==> src/dmf_pkg.sv <==
`timescale 1ns / 1ps
// ----------------------------------------------------------------------------
// dmf_pkg
// Shared types and constants for the duplicate message filter.
// ----------------------------------------------------------------------------
package dmf_pkg;

    localparam int TABLE_ENTRIES_DEF = 64;

    localparam int ADDR_W = 32;
    localparam int SEQ_W  = 16;
    localparam int TIME_W = 32;
    localparam int HOLD_W = 16;

    localparam logic [HOLD_W-1:0] HOLD_TIME_RST = HOLD_W'(30);

    localparam logic ACT_CHECK = 1'b0;
    localparam logic ACT_PURGE = 1'b1;

    typedef struct packed {
        logic              valid;
        logic [ADDR_W-1:0] address;
        logic [SEQ_W-1:0]  seq;
        logic [TIME_W-1:0] expiry;
    } entry_t;

    typedef struct packed {
        logic hit;
        logic free;
        logic expired;
    } match_t;

    typedef enum logic [1:0] {
        ST_CLEAR,
        ST_IDLE,
        ST_SCAN,
        ST_RESP
    } state_t;

endpackage

==> src/dmf_match.sv <==
`timescale 1ns / 1ps
// ----------------------------------------------------------------------------
// dmf_match
// Entry compare unit: key match, free slot and expiry test for one entry.
// ----------------------------------------------------------------------------
module dmf_match (
    input  dmf_pkg::entry_t                    entry,
    input  logic [dmf_pkg::ADDR_W-1:0]         address,
    input  logic [dmf_pkg::SEQ_W-1:0]          seq,
    input  logic [dmf_pkg::TIME_W-1:0]         now,
    output dmf_pkg::match_t                    result
);
    import dmf_pkg::*;

    always_comb
    begin
        result.hit     = entry.valid && (entry.address == address) && (entry.seq == seq);
        result.free    = !entry.valid;
        result.expired = entry.valid && (entry.expiry < now);
    end

endmodule

==> src/dmf_ctrl.sv <==
`timescale 1ns / 1ps
// ----------------------------------------------------------------------------
// dmf_ctrl
// Sequencer: clear pass, table scan, insertion and result register.
// ----------------------------------------------------------------------------
module dmf_ctrl #(
    parameter int TABLE_ENTRIES = dmf_pkg::TABLE_ENTRIES_DEF
) (
    input  logic                              clk,
    input  logic                              rst_n,
    input  logic                              in_valid,
    output logic                              in_stall,
    input  logic                              action,
    input  logic [dmf_pkg::ADDR_W-1:0]        orig_address,
    input  logic [dmf_pkg::SEQ_W-1:0]         msg_seq,
    input  logic                              sender_is_relay_selector,
    input  logic [dmf_pkg::TIME_W-1:0]        now,
    input  logic [dmf_pkg::HOLD_W-1:0]        hold_time,
    output logic                              out_valid,
    input  logic                              out_stall,
    output logic                              forward,
    output logic                              set_changed,
    output logic                              table_full,
    output logic                              mem_wen,
    output logic [$clog2(TABLE_ENTRIES)-1:0]  mem_waddr,
    output dmf_pkg::entry_t                   mem_wdata,
    output logic                              mem_ren,
    output logic [$clog2(TABLE_ENTRIES)-1:0]  mem_raddr,
    input  dmf_pkg::entry_t                   mem_rdata
);
    import dmf_pkg::*;

    localparam int IDX_W = $clog2(TABLE_ENTRIES);
    localparam int CNT_W = IDX_W + 1;
    localparam logic [CNT_W-1:0] CNT_END  = CNT_W'(TABLE_ENTRIES);
    localparam logic [CNT_W-1:0] CNT_LAST = CNT_W'(TABLE_ENTRIES - 1);

    state_t            state_reg, state_next;
    logic [CNT_W-1:0]  cnt_reg, cnt_next;
    logic              pend_reg, pend_next;
    logic [IDX_W-1:0]  pidx_reg, pidx_next;
    logic              hit_reg, hit_next;
    logic              free_found_reg, free_found_next;
    logic [IDX_W-1:0]  free_idx_reg, free_idx_next;
    logic              changed_reg, changed_next;
    logic              fwd_reg, fwd_next;
    logic              full_reg, full_next;
    logic              out_valid_reg, out_valid_next;

    logic              action_reg, action_next;
    logic [ADDR_W-1:0] addr_reg, addr_next;
    logic [SEQ_W-1:0]  seq_reg, seq_next;
    logic              relay_reg, relay_next;
    logic [TIME_W-1:0] now_reg, now_next;
    logic [TIME_W-1:0] expiry_reg, expiry_next;
    logic              out_fwd_reg, out_fwd_next;
    logic              out_chg_reg, out_chg_next;
    logic              out_full_reg, out_full_next;

    logic [TIME_W:0]   exp_sum;
    match_t            cmp;

    dmf_match u_match (
        .entry   (mem_rdata),
        .address (addr_reg),
        .seq     (seq_reg),
        .now     (now_reg),
        .result  (cmp)
    );

    assign exp_sum = {1'b0, now} + {{(TIME_W + 1 - HOLD_W){1'b0}}, hold_time};

    always_ff @(posedge clk or negedge rst_n)
    begin
        if (!rst_n)
        begin
            state_reg      <= ST_CLEAR;
            cnt_reg        <= '0;
            pend_reg       <= 1'b0;
            hit_reg        <= 1'b0;
            free_found_reg <= 1'b0;
            changed_reg    <= 1'b0;
            fwd_reg        <= 1'b0;
            full_reg       <= 1'b0;
            out_valid_reg  <= 1'b0;
        end
        else
        begin
            state_reg      <= state_next;
            cnt_reg        <= cnt_next;
            pend_reg       <= pend_next;
            hit_reg        <= hit_next;
            free_found_reg <= free_found_next;
            changed_reg    <= changed_next;
            fwd_reg        <= fwd_next;
            full_reg       <= full_next;
            out_valid_reg  <= out_valid_next;
        end
    end

    always_ff @(posedge clk)
    begin
        pidx_reg     <= pidx_next;
        free_idx_reg <= free_idx_next;
        action_reg   <= action_next;
        addr_reg     <= addr_next;
        seq_reg      <= seq_next;
        relay_reg    <= relay_next;
        now_reg      <= now_next;
        expiry_reg   <= expiry_next;
        out_fwd_reg  <= out_fwd_next;
        out_chg_reg  <= out_chg_next;
        out_full_reg <= out_full_next;
    end

    always_comb
    begin
        state_next      = state_reg;
        cnt_next        = cnt_reg;
        pend_next       = pend_reg;
        pidx_next       = pidx_reg;
        hit_next        = hit_reg;
        free_found_next = free_found_reg;
        free_idx_next   = free_idx_reg;
        changed_next    = changed_reg;
        fwd_next        = fwd_reg;
        full_next       = full_reg;
        action_next     = action_reg;
        addr_next       = addr_reg;
        seq_next        = seq_reg;
        relay_next      = relay_reg;
        now_next        = now_reg;
        expiry_next     = expiry_reg;
        out_fwd_next    = out_fwd_reg;
        out_chg_next    = out_chg_reg;
        out_full_next   = out_full_reg;
        out_valid_next  = out_valid_reg && out_stall;

        mem_wen   = 1'b0;
        mem_waddr = '0;
        mem_wdata = '0;
        mem_ren   = 1'b0;
        mem_raddr = '0;
        in_stall  = 1'b1;

        case (state_reg)
            ST_CLEAR:
            begin
                mem_wen   = 1'b1;
                mem_waddr = cnt_reg[IDX_W-1:0];
                cnt_next  = cnt_reg + 1'b1;
                if (cnt_reg == CNT_LAST)
                begin
                    state_next = ST_IDLE;
                end
            end

            ST_IDLE:
            begin
                in_stall = 1'b0;
                if (in_valid)
                begin
                    action_next     = action;
                    addr_next       = orig_address;
                    seq_next        = msg_seq;
                    relay_next      = sender_is_relay_selector;
                    now_next        = now;
                    expiry_next     = exp_sum[TIME_W] ? '1 : exp_sum[TIME_W-1:0];
                    cnt_next        = '0;
                    pend_next       = 1'b0;
                    hit_next        = 1'b0;
                    free_found_next = 1'b0;
                    changed_next    = 1'b0;
                    fwd_next        = 1'b0;
                    full_next       = 1'b0;
                    state_next      = ST_SCAN;
                end
            end

            ST_SCAN:
            begin
                if (cnt_reg < CNT_END)
                begin
                    mem_ren   = 1'b1;
                    mem_raddr = cnt_reg[IDX_W-1:0];
                    cnt_next  = cnt_reg + 1'b1;
                    pend_next = 1'b1;
                    pidx_next = cnt_reg[IDX_W-1:0];
                end
                else
                begin
                    pend_next = 1'b0;
                end

                if (pend_reg)
                begin
                    if (action_reg == ACT_PURGE)
                    begin
                        if (cmp.expired)
                        begin
                            mem_wen         = 1'b1;
                            mem_waddr       = pidx_reg;
                            mem_wdata       = mem_rdata;
                            mem_wdata.valid = 1'b0;
                            changed_next    = 1'b1;
                        end
                    end
                    else
                    begin
                        if (cmp.hit)
                        begin
                            hit_next = 1'b1;
                        end
                        if (cmp.free && !free_found_reg)
                        begin
                            free_found_next = 1'b1;
                            free_idx_next   = pidx_reg;
                        end
                    end
                end

                if ((cnt_reg == CNT_END) && !pend_reg)
                begin
                    if ((action_reg == ACT_CHECK) && !hit_reg && relay_reg)
                    begin
                        fwd_next = 1'b1;
                        if (free_found_reg)
                        begin
                            mem_wen           = 1'b1;
                            mem_waddr         = free_idx_reg;
                            mem_wdata.valid   = 1'b1;
                            mem_wdata.address = addr_reg;
                            mem_wdata.seq     = seq_reg;
                            mem_wdata.expiry  = expiry_reg;
                            changed_next      = 1'b1;
                        end
                        else
                        begin
                            full_next = 1'b1;
                        end
                    end
                    state_next = ST_RESP;
                end
            end

            ST_RESP:
            begin
                if (!out_valid_reg || !out_stall)
                begin
                    out_valid_next = 1'b1;
                    out_fwd_next   = fwd_reg;
                    out_chg_next   = changed_reg;
                    out_full_next  = full_reg;
                    state_next     = ST_IDLE;
                end
            end

            default:
            begin
                state_next = ST_IDLE;
            end
        endcase
    end

    assign out_valid   = out_valid_reg;
    assign forward     = out_fwd_reg;
    assign set_changed = out_chg_reg;
    assign table_full  = out_full_reg;

    // scan counter stays within the table
    assert property (@(posedge clk) disable iff (!rst_n)
        cnt_reg <= CNT_END)
        else $error("scan counter past table end");

    // write-back never targets the entry being read
    assert property (@(posedge clk) disable iff (!rst_n)
        (mem_wen && mem_ren) |-> (mem_waddr != mem_raddr))
        else $error("read and write collide on one entry");

    // an overflow never comes with an insertion, and always with a forward
    assert property (@(posedge clk) disable iff (!rst_n)
        out_valid_reg |-> (!out_full_reg || (out_fwd_reg && !out_chg_reg)))
        else $error("inconsistent overflow result");

    // no read in flight once the sequencer is back to idle
    assert property (@(posedge clk) disable iff (!rst_n)
        (state_reg == ST_IDLE) |-> !pend_reg)
        else $error("pending read while idle");

    // a scan ends in the response state with the read pipe drained
    assert property (@(posedge clk) disable iff (!rst_n)
        (state_reg == ST_SCAN && state_next == ST_RESP) |-> (cnt_reg == CNT_END))
        else $error("scan ended early");

endmodule

==> config.mk <==
export PLATFORM = sky130hd
export DESIGN_NAME = dmf_ctrl
export DESIGN_NICKNAME = d
export VERILOG_FILES = /design/src/dmf_pkg.sv /design/src/dmf_match.sv /design/src/dmf_ctrl.sv
export SDC_FILE = /design/constraint.sdc
export NUM_CORES = 1
export LEC_CHECK = 0
export ABC_AREA = 1
export BUFFER_PORTS_ARGS = -buffer_cell sky130_fd_sc_hd__buf_4
export CORE_UTILIZATION = 40
export CTS_BUF_LIST = sky130_fd_sc_hd__clkbuf_8
export DETAILED_ROUTE_END_ITERATION = 6
export GPL_ROUTABILITY_DRIVEN = 0
export MAX_ROUTING_LAYER = met4
export PLACE_DENSITY = 0.72
export SETUP_SLACK_MARGIN = 0.4
export SYNTH_ARGS = -nofsm -noshare
export SYNTH_HDL_FRONTEND = slang
export SYNTH_SLANG_ARGS = --single-unit
export TNS_END_PERCENT = 30
==> constraint.sdc <==
create_clock -name clk -period 6.8 [get_ports clk]
set_input_delay 1.36 -clock clk [delete_from_list [all_inputs] [get_ports clk]]
set_output_delay 1.36 -clock clk [all_outputs]
set_load 0.02 [all_outputs]
# Word-level counts from Yosys, hierarchy flattened
# Index checks and enable logic that the tools add are counted.
# word_totals
ff_bits,145
input_bits,183
output_inout_bits,100
word_cells,132
# classes
n_addsub,2
n_lt_le_gt_ge,2
eq_ne,18
n_mux,60
bitwise,1
reduce_logical,29
# ops
op,n
81-bit two-way mux,4
80-bit two-way mux,3
6-bit two-way mux,8
32-bit by 16-bit adder with 33-bit output,1
32-bit equality test,1
32-bit less-than comparator,1
1-bit two-way mux,29
"2-bit inequality test, second input constant",11
7-bit case mux with 3 select lines,1
16-bit equality test,1
5-bit AND reduction,3
7-bit two-way mux,2
1-bit case mux with 2 select lines,7
6-bit case mux with 2 select lines,1
4-bit AND reduction,3
1-bit logical AND,8
2-bit two-way mux,4
2-bit case mux with 4 select lines,1
2-bit AND reduction,4
"7-bit by 1-bit adder with 7-bit output, second input constant",1
"7-bit by 6-bit equality test with 1-bit output, second input constant",1
"7-bit equality test, second input constant",1
"7-bit less-than comparator, second input constant",1
1-bit zero test,6
other kinds (8),9

# Depth between registers and ports, before layout
# Gate-level depths: netlist of run 1.
# logic_depth
ltp_word,9
mapped_depth,18

# Cells and area by module
# Synthesis of run 1 repeated with hierarchy kept, for this count alone.
# hier_totals
cells_unflattened,1208
area_unflattened_um2,9495.4
# modules_own_cells
mod,instances,cells_per_inst,area_per_inst_um2
dmf_ctrl,1,940,7975.1
dmf_match,1,268,1520.2

# Worst setup path after synthesis of run 1
# OpenSTA, ideal clock, no wires.
# synth_path
path_kind,input to output
startpoint,in mem_rdata[7] (netlist name)
endpoint,out mem_wdata[42] (netlist name)
t_arrival_ns,2.935
slack_ns,2.505
path_stages,13
path_buffers,2
path_cell_list,ha_1 -> a21oi_1 -> o21a_1 -> nand2_1 -> nand2_1 -> nand2_1 -> nand2_1 -> nand2_1 -> nand2_1 -> nand2_2 -> buf_4 -> buf_2 -> o22ai_1
# synth_lines
item,line,rtl
start: declaration,dmf_ctrl.sv:29,input dmf_pkg::entry_t mem_rdata
end: declaration,dmf_ctrl.sv:26,"output dmf_pkg::entry_t mem_wdata,"

==> results.md, run 1 <==
* Post-layout worst setup margin at 1380 ps
* Grt ovf at 0
* Setup repair after global routing missed its margin: no
* Count of endpoints failing hold in the final timing report at 0
* Proportion of register bits with asynchronous set or reset after synthesis at 11.0%
* Worst Setup Start Kind: input port
* H-tree lvl count at 4
* Arrival time reported for the critical path endpoint at 4060 ps
* Count of final max-slew check failures at 0
* Worst Skew at 16.4 ps
* Antenna Diode Count at 0
* Critical Path Slowest Stage Cell: sky130_fd_sc_hd__nand2_2
* # nets final at ~1600
* Sequential cell area fraction in the yosys report at 46.7%
* Max-slew headroom at the worst pin at 28.0%
* Number of cells after detailed placement at between 1500 and 2000
* Number of cell rows at 54
* Final sum of negative setup slack at 0 ps
* Post-synth top area share at 42.3%
* Post-Syn Area at 9150 um2
* Number of enable flip-flop cells after synthesis at roughly 130
* Detailed-placement wirelength estimate at 21600 um
* Average footprint of a synthesized cell at 8.54 um2
* Cell chosen for the clock root: sky130_fd_sc_hd__clkbuf_8
* Post-CTS setup buffers at 0
* Launch point of the worst hold path: pidx_reg[4]
* Area of the multi-input gates at between 4000 and 5000 um2
* Global routing usage summed across all routing layers at 24.1%
* Critical path start-end classification: input port to output pin
* MaxCap Viol Count at 0
* Dominant combinational cell family by area after synthesis: simple AND/OR/NAND/NOR gates
* Vias after detailed routing at 8518
* Hold-critical path depth at 0
* IO buf count at 282
* Cell-by-cell listing of the critical path: buf_4 -> ha_1 -> nand2_1 -> inv_1 -> nand3_1 -> a31oi_1 -> nor2_1 -> nand2_1 -> nand2_1 -> nand2_1 -> nand2_1 -> nand2_2 -> buf_4 -> o21ai_0 -> buf_4
* Post-synthesis register bit count at 145
* Sink of the worst hold path: free_idx_reg[4]
* Endpoint of the worst register-to-register path: free_found_reg
* Drt total wl at ~27000 um
* Tmin final at 5420 ps
* Highest-count cells in the layout ignoring fill and taps: 295 x sky130_fd_sc_hd__nand2_1, 287 x sky130_fd_sc_hd__buf_4, 131 x sky130_fd_sc_hd__inv_1, 129 x sky130_fd_sc_hd__edfxtp_1, 94 x sky130_fd_sc_hd__o21ai_0
* Most Used Layer, Global Route: met2
* Basic-gate share of the synthesized area counting and, or, nand and nor cells at 22.7%
* Post-Syn Nets at 1310
* Ranking of synthesized cells by area: sky130_fd_sc_hd__edfxtp_1 42%, sky130_fd_sc_hd__nand2_1 12%, sky130_fd_sc_hd__ha_1 7.4%
* Pleak at about 5.3 nW
* Initial antenna violation count at 0
* Predominant post-synthesis flop cell: sky130_fd_sc_hd__edfxtp_1
* Maximum operating frequency at 184 MHz
* Drt first-iter violations at 651
* Clock buffer depth at 2
* Detail Route Antenna Nets at 0
* Hold/Removal Path Class: flop to flop
* Die width at 153 um
* TritonCTS sink count at 145
* Flop2flop setup slack at roughly 3800 ps
* Power per cell area at 254 nW/um2
* Number of standard cells after synthesis at 1072
* Total cell area at the placement stage at between 10000 and 15000 um2
* CTS tree: done
* Transition time of the tightest slew-check pin at roughly 1100 ps
* Status: finished, final reports clean
* Slowest stage delay, CP at 790 ps
* Met3 usage at under 10%
* Filler cell count in the final layout at between 2000 and 2500
* Clock-pin slew on the worst setup and hold paths at 80 ps
* Total Die Area at between 20000 and 25000 um2
* Hold bufs inserted after CTS at 0
* Cell taking the most area after synthesis: sky130_fd_sc_hd__edfxtp_1
* Proportion of synthesized area in mux cells at 0%
* XOR/XNOR share of the synthesized area at 3.54%
* Max IR drop VDD at 146 uV
* Post-place setup slack at around 1400 ps
* Total of warnings raised by yosys at 0
* Count of placed standard cells in the final layout, fillers left out at 1641
* Routing usage on met1 at around 28%
* Drt wl/cell at around 17 um
* Required time of the critical path at 5440 ps
* Most used cell along the critical path: sky130_fd_sc_hd__nand2_1
* Launching point of the worst reg2reg path: state_reg[0]
* Compound-gate portion of the synthesized area at 12.2%
* Die span in y at roughly 150 um
* Largest net degree at the start of global routing at between 90 and 100
* Via-to-Cell Ratio at 5.19
* Layout cell share with drive strength beyond 1 at 26.1%
* CTS Buf Count at 17
* Setup violation total in the final timing report at 0
* Quantity of gates resized following cts at 0
* Logic depth of the worst register-to-register path at 7
* Effective utilization at floorplan at 41.3%
* Post-synthesis cell type count at 45
* Via count of the first global-routing pass at 8138
* Area of all sequential standard cells at 4270 um2
* Adder and majority gate portion of the synthesized area at 7.60%
* Total DRC errors in the routed layout at 0
* Summed area of non-filler cells in the final layout at 11900 um2
* CORE AREA at about 22000 um2
* Critical path peak fanout at 57
* Area growth, synth to finish at 30.4%
* DRT Pass-1 Iters at 5
* Met2 Usage GRT at around two fifths
* Final period utilization at between 70 and 80%
* Clock latency reported for the late side of the worst-skew pair at 440 ps
* Global-route wire length before repair at 42500 um
* Count of boundary I/O pins at 283
* Endpoint kind of the worst setup timing path: output pin
* Commonest non-fill, non-tap cell in the layout: sky130_fd_sc_hd__nand2_1
[cells in the mapped netlist, types with 16 or more instances]
| master | number |
|---|---|
| sky130_fd_sc_hd__o22ai_1 | 25 |
| sky130_fd_sc_hd__nor2_1 | 52 |
| sky130_fd_sc_hd__nand3_1 | 45 |
| sky130_fd_sc_hd__inv_1 | 131 |
| sky130_fd_sc_hd__dfrtp_1 | 16 |
| sky130_fd_sc_hd__a21oi_1 | 37 |
| sky130_fd_sc_hd__ha_1 | 54 |
| sky130_fd_sc_hd__edfxtp_1 | 129 |
| sky130_fd_sc_hd__o21ai_0 | 94 |
| sky130_fd_sc_hd__nand2_1 | 295 |
| sky130_fd_sc_hd__nor3_1 | 22 |
| sky130_fd_sc_hd__xor2_1 | 26 |
[area by class of cell]
type,count,area share [%]
clock buffer,18,2.08
multi-input combinational,762,35.4
timing repair buffer,287,18.0
inverter,135,4.27
sequential,145,35.8
tap,280,2.93
clock inverter,14,1.48
[per-layer routing]
metal,vias up,part of all wire [%]
li1,4170,-
met1,3934,41
met2,356,49
met3,58,6.9
met4,0,3.1
met5,-,0
[critical path: cells and delay by family]
kind,cells,cell delay (ps)
AOI/OAI and AO/OA,2,270
adders and majority gates,1,290
buffers and inverters,4,820
and+or+nand+nor,8,1300
[stage by stage]
stage,util (%),total power (W),hold WS [ps]
floorplan,-,0.00193,425
global route,53.9,0.00321,472
finish,53.9,0.00303,456
detailed placement,52.0,0.00231,439
global placement,52.0,0.00228,430
CTS,53.9,0.00305,459
[worst max-delay path by stage]
stage | slack (ps) | end | cells after the start | from
5_1_grt | 1140 | mem_wdata[77] | 15 | mem_rdata[11]
2_1_floorplan | 2510 | mem_wdata[42] | 13 | mem_rdata[7]
4_1_cts | 1380 | mem_wdata[32] | 13 | mem_rdata[7]
3_3_place_gp | 1410 | mem_wdata[32] | 13 | mem_rdata[7]
3_5_place_dp | 1390 | mem_wdata[32] | 14 | mem_rdata[3]
6_report | 1380 | mem_wdata[67] | 15 | mem_rdata[11]
[power by group]
part	internal (W)	switching, W	total (W)
clock network	0.000379	0.000359	0.000738
registers	0.00120	0.0000909	0.00129
logic	0.000346	0.000651	0.000997
total	0.00193	0.00110	0.00303
[cells by family after synthesis]
logic type | after synthesis
AND/OR/NAND/NOR | 473
buffers and inverters | 165
adder cells (fa/ha/maj) | 55
XOR/XNOR | 37
flip-flops | 145
AO/OA/AOI/OAI | 197
Note: power is estimated with default switching activity, not from simulation.
==> run 2, diff against run 1 <==
--- a/config.mk
+++ b/config.mk
@@ -5,7 +5,7 @@
 export SDC_FILE = /design/constraint.sdc
 export NUM_CORES = 1
 export LEC_CHECK = 0
-export ABC_AREA = 1
+export ABC_AREA = 0
 export BUFFER_PORTS_ARGS = -buffer_cell sky130_fd_sc_hd__buf_4
 export CORE_UTILIZATION = 40
 export CTS_BUF_LIST = sky130_fd_sc_hd__clkbuf_8
==> constraint.sdc (replaced) <==
create_clock -name clk -period 5.29 [get_ports clk]
set_input_delay 1.058 -clock clk [delete_from_list [all_inputs] [get_ports clk]]
set_output_delay 1.058 -clock clk [all_outputs]
set_load 0.02 [all_outputs]
==> results.md, run 2 <==
* Area growth, synth to finish at 29.8%
* Die width at roughly 150 um
* Post-CTS setup buffers at 0
* Via count of the first global-routing pass at 7005
* Most used cell along the critical path: sky130_fd_sc_hd__buf_4
* Total DRC errors in the routed layout at 0
* Worst Setup Start Kind: flop
* CTS tree: done
* Post-synthesis cell type count at 63
* TritonCTS sink count at 145
* Top cells by instance count after synthesis: 129 x sky130_fd_sc_hd__edfxtp_1, 69 x sky130_fd_sc_hd__a32o_2, 55 x sky130_fd_sc_hd__inv_1
* Power per cell area at 211 nW/um2
* Post-synthesis register bit count at between 100 and 150
* Met2 Usage GRT at 37.8%
* Final period utilization at 86.1%
* Count of endpoints failing hold in the final timing report at 0
* Global routing usage summed across all routing layers at 23.5%
* Initial antenna violation count at 0
* Critical Path Slowest Stage Cell: sky130_fd_sc_hd__and2_4
* Vias after detailed routing at 7363
* Number of standard cells after synthesis at 754
* Layout cell share with drive strength beyond 1 at 39.5%
* Effective utilization at floorplan at roughly 41%
* Arrival time reported for the critical path endpoint at 3500 ps
* Status: finished, final reports clean
* Via-to-Cell Ratio at ~5.6
* Hold bufs inserted after CTS at 0
* MaxCap Viol Count at 0
* Detailed-placement wirelength estimate at 20400 um
* Average footprint of a synthesized cell at 11.7 um2
* Pleak at 5.12 nW
* Maximum operating frequency at 220 MHz
* Endpoint kind of the worst setup timing path: output pin
* Slowest stage delay, CP at 600 ps
* Post-place setup slack at 819 ps
* Grt ovf at 0
* Largest net degree at the start of global routing at 94
* Worst Skew at 20.3 ps
* Max IR drop VDD at 118 uV
* Transition time of the tightest slew-check pin at 1060 ps
* Cell-by-cell listing of the critical path: or4b_1 -> nor4b_2 -> and3_2 -> and2_4 -> buf_4 -> a32o_2 -> buf_4
* CORE AREA at 21300 um2
* Cell with the most instances after synthesis: sky130_fd_sc_hd__edfxtp_1
* Total Die Area at around 23000 um2
* Tmin final at ~4600 ps
* Setup repair after global routing missed its margin: no
* Max-slew headroom at the worst pin at between 20 and 30%
* Die span in y at 150 um
* H-tree lvl count at 4
* Post-synth top area share at 44.0%
* Setup violation total in the final timing report at 0
* Antenna Diode Count at 0
* Highest-count cells in the layout ignoring fill and taps: 289 x sky130_fd_sc_hd__buf_4, 129 x sky130_fd_sc_hd__edfxtp_1, 69 x sky130_fd_sc_hd__a32o_2, 54 x sky130_fd_sc_hd__inv_1, 53 x sky130_fd_sc_hd__ha_1
* Total of warnings raised by yosys at 0
* Ranking of synthesized cells by area: sky130_fd_sc_hd__edfxtp_1 44%, sky130_fd_sc_hd__a32o_2 8.8%, sky130_fd_sc_hd__ha_1 7.7%
* Cell taking the most area after synthesis: sky130_fd_sc_hd__edfxtp_1
* # nets final at 1262
* DRT Pass-1 Iters at 5
* Post-layout worst setup margin at 736 ps
* Commonest non-fill, non-tap cell in the layout: sky130_fd_sc_hd__buf_4
* Number of enable flip-flop cells after synthesis at 129
* Fin util at a little over half
* Global-route wire length before repair at about 39000 um
* Drt wl/cell at 20.1 um
* Detail Route Antenna Nets at 0
* CTS Buf Count at 17
* Number of cell rows at 53
* Largest delay share family, worst path: simple AND/OR/NAND/NOR gates
* Clock latency reported for the late side of the worst-skew pair at 470 ps
* Final-layout worst hold slack at 451 ps
* Sequential cell area fraction in the yosys report at 48.6%
* Predominant post-synthesis flop cell: sky130_fd_sc_hd__edfxtp_1
* Drt first-iter violations at 418
* Proportion of register bits with asynchronous set or reset after synthesis at 11.0%
* Total buffers and inverters traversed by the critical path at 2
* Final sum of negative setup slack at 0 ps
* Post-Syn Area at ~8800 um2
* Clock buffer depth at 2
* Required time of the critical path at ~4200 ps
* Cell chosen for the clock root: sky130_fd_sc_hd__clkbuf_8
* Critical path peak fanout at 54
* Clock-pin slew on the worst setup and hold paths at 90 ps
* Quantity of gates resized following cts at 0
* Post-Syn Nets at between 900 and 1000
* Drt total wl at 26400 um
* Routing usage on met1 at 29.6%
* Met3 usage at 3.97%
* Most Used Layer, Global Route: met2
* Hold/Removal Path Class: input port to async pin
* Critical path start-end classification: flop to output pin
* IO buf count at 282
* Count of final max-slew check failures at 0
* Count of boundary I/O pins at 283
## run 2: through the flow
stage | instances | cell area (um2) | total power, W
6_report | 1312 | 11400 | 0.00241
5_1_grt | 1312 | 11400 | 0.00250
4_1_cts | 1312 | 11400 | 0.00242
3_5_place_dp | 1280 | 11100 | 0.00160
3_3_place_gp | 1280 | 11100 | 0.00159
2_1_floorplan | 754 | 8800 | 0.00142
## run 2: kinds of logic after synthesis
logic type | after synthesis | share of synthesized area, %
mux | 13 | 1.64
xor+xnor | 57 | 5.68
simple gates | 173 | 10.1
compound gates | 218 | 20.5
fa+ha+maj | 55 | 7.91
buf+inv | 93 | 5.59
flops | 145 | 48.6
## run 2: final timing paths
kind,end,start,depth (start not counted),slack (ps)
max in group asynchronous,out_valid,rst_n,1,4640
worst min register to register,free_idx_reg[2],pidx_reg[2],0,470
min in group clk,free_idx_reg[2],pidx_reg[2],0,470
worst max-delay path,mem_wdata[20],cnt_reg[3],7,740
worst max register to register,free_idx_reg[5],state_reg[0],5,2310
worst min-delay path,cnt_reg[1],rst_n,1,450
## run 2: report_power, final
group / switching [W] / internal [W]
registers: 0.000000346 / 0.00125
logic: 0.000158 / 0.000164
clock network: 0.000493 / 0.000346
total: 0.000651 / 0.00176
## run 2: final cells by class
type / count / area (um2)
inverters: 55 / 209
clock inverters: 15 / 136
fillers: 1864 / 9870
clock buffers: 17 / 234
well taps: 275 / 344
multi-input cells: 516 / 4050
flip-flops and latches: 145 / 4270
repair buffers: 289 / 2170
## run 2: layer usage
layer / vias to the layer above / wire (um)
met5: - / 0
li1: 3497 / -
met2: 250 / 13100
met4: 0 / 746
met3: 42 / 1310
met1: 3574 / 11200
==> run 3, diff against run 2 <==
--- a/config.mk
+++ b/config.mk
@@ -12,7 +12,7 @@
 export DETAILED_ROUTE_END_ITERATION = 6
 export GPL_ROUTABILITY_DRIVEN = 0
 export MAX_ROUTING_LAYER = met4
-export PLACE_DENSITY = 0.72
+export PLACE_DENSITY = 0.65
 export SETUP_SLACK_MARGIN = 0.4
 export SYNTH_ARGS = -nofsm -noshare
 export SYNTH_HDL_FRONTEND = slang
==> results.md, run 3 (synthesis gave the netlist of run 2 again) <==
* Status: finished, final reports clean
* Total Die Area at 22600 um2
* Total DRC errors in the routed layout at 0
* Largest net degree at the start of global routing at 60
* Via-to-Cell Ratio at 5.63
* Hold/Removal Path Class: input port to async pin
* Drt wl/cell at ~20 um
* Max-slew headroom at the worst pin at 25.1%
* Cell chosen for the clock root: sky130_fd_sc_hd__clkbuf_8
* MaxCap Viol Count at 0
* Required time of the critical path at 4230 ps
* Area growth, synth to finish at 30.9%
* Detail Route Antenna Nets at 0
* Quantity of gates resized following cts at 0
* Global routing usage summed across all routing layers at 24.4%
* Number of cell rows at 53
* Commonest non-fill, non-tap cell in the layout: sky130_fd_sc_hd__buf_4
* Critical path launch point: mem_rdata[25]
* Setup violation total in the final timing report at 0
* # nets final at 1263
* Die width at 150 um
* Post-CTS setup buffers at 0
* Final sum of negative setup slack at 0 ps
* Layout cell share with drive strength beyond 1 at 39.2%
* Power per cell area at around 220 nW/um2
* Final period utilization at 88.9%
* Hold bufs inserted after CTS at 0
* DRT Pass-1 Iters at 5
* Die span in y at 150 um
* Count of final max-slew check failures at 0
* Launching point of the worst reg2reg path: state_reg[0]
* Endpoint kind of the worst setup timing path: output pin
* Fin util at 54.1%
* TritonCTS sink count at 145
* CORE AREA at about 21000 um2
* Effective utilization at floorplan at 41.3%
* Flop2flop setup slack at 2110 ps
* Arrival time reported for the critical path endpoint at 3640 ps
* Worst Setup Start Kind: input port
* Max IR drop VDD at 134 uV
* CTS Buf Count at 17
* Clock buffer depth at 2
* Count of endpoints failing hold in the final timing report at 0
* Critical path peak fanout at 40
* Count of boundary I/O pins at 283
* Initial antenna violation count at 1
* Pleak at a little over 5 nW
* Detailed-placement wirelength estimate at 20500 um
* Via count of the first global-routing pass at between 7000 and 8000
* Global-route wire length before repair at ~40000 um
* Final-layout worst hold slack at 453 ps
* Transition time of the tightest slew-check pin at 1110 ps
* Drt first-iter violations at 401
* Vias after detailed routing at 7398
* CTS tree: done
* Logic depth of the worst register-to-register path at 5
* Setup repair after global routing missed its margin: no
* Grt ovf at 0
* Highest-count cells in the layout ignoring fill and taps: 288 x sky130_fd_sc_hd__buf_4, 129 x sky130_fd_sc_hd__edfxtp_1, 69 x sky130_fd_sc_hd__a32o_2, 57 x sky130_fd_sc_hd__inv_1, 53 x sky130_fd_sc_hd__ha_1
* Clock latency reported for the late side of the worst-skew pair at 460 ps
* Critical path start-end classification: input port to output pin
* H-tree lvl count at 4
* Maximum operating frequency at 213 MHz
* Clock-pin slew on the worst setup and hold paths at 80 ps
* Tmin final at 4700 ps
* Worst Skew at around 12 ps
* Drt total wl at around 27000 um
* IO buf count at between 200 and 300
==> run 3: changes by cell type in the layout (fill, tap and decap cells not counted), moves of 2 or more <==
cell and delta:
sky130_fd_sc_hd__bufinv_16 +4, sky130_fd_sc_hd__inv_6 -4, sky130_fd_sc_hd__inv_8 -4, sky130_fd_sc_hd__inv_1 +3, sky130_fd_sc_hd__buf_12 +2, sky130_fd_sc_hd__clkinvlp_4 +2
==> run 3: path summary, 6_finish.rpt <==
check,endpoint
setup reg to reg,free_idx_reg[0]
max in group asynchronous,state_reg[0]
setup / recovery,mem_wdata[40]
hold / removal,cnt_reg[5]
min in group clk,free_idx_reg[2]
hold reg to reg,free_idx_reg[2]
==> run 3: final cells by class <==
| class | count | area (um2) |
|---|---|---|
| fill | 1885 | 9770 |
| sequential | 145 | 4270 |
| multi-input combinational | 516 | 4050 |
| timing repair buffer | 290 | 2200 |
| tap | 275 | 344 |
| clock buffer | 17 | 234 |
| inverter | 55 | 209 |
| clock inverter | 15 | 193 |
| antenna | 1 | 2.50 |
==> run 3: routing by layer <==
metal | wire length, um | vias up | GRT usage [%]
met5 | 0 | - | -
met3 | 1540 | 38 | 3.88
met2 | 13400 | 273 | 39.8
li1 | - | 3502 | -
met1 | 11400 | 3585 | 30.7
met4 | 584 | 0 | 8.43
==> run 3: metrics by stage <==
stage | instance area (um2) | setup WS [ps] | instances | power [W]
after floorplan | 8800 | 1170 | 754 | 0.00142
after global placement | 11100 | 568 | 1281 | 0.00159
after detailed placement | 11100 | 586 | 1281 | 0.00159
after CTS | 11500 | 564 | 1313 | 0.00255
after global routing | 11500 | 478 | 1314 | 0.00263
final | 11500 | 588 | 1314 | 0.00253
==> run 3: critical path, cell delays in order <==
cell and delay [ps]:
sky130_fd_sc_hd__buf_4 120, sky130_fd_sc_hd__ha_1 300, sky130_fd_sc_hd__a211oi_1 210, sky130_fd_sc_hd__nor2_1 80
sky130_fd_sc_hd__nor3_1 250, sky130_fd_sc_hd__o21ai_0 290, sky130_fd_sc_hd__a21oi_4 630, sky130_fd_sc_hd__buf_12 290
sky130_fd_sc_hd__a32o_2 230, sky130_fd_sc_hd__buf_4 140
==> run 3: power breakdown <==
part | switching (W) | internal (W) | leakage (nW)
Clock | 0.000452 | 0.000511 | 0.214
Sequential | 0.000000432 | 0.00125 | 1.35
Combinational | 0.000158 | 0.000163 | 3.59
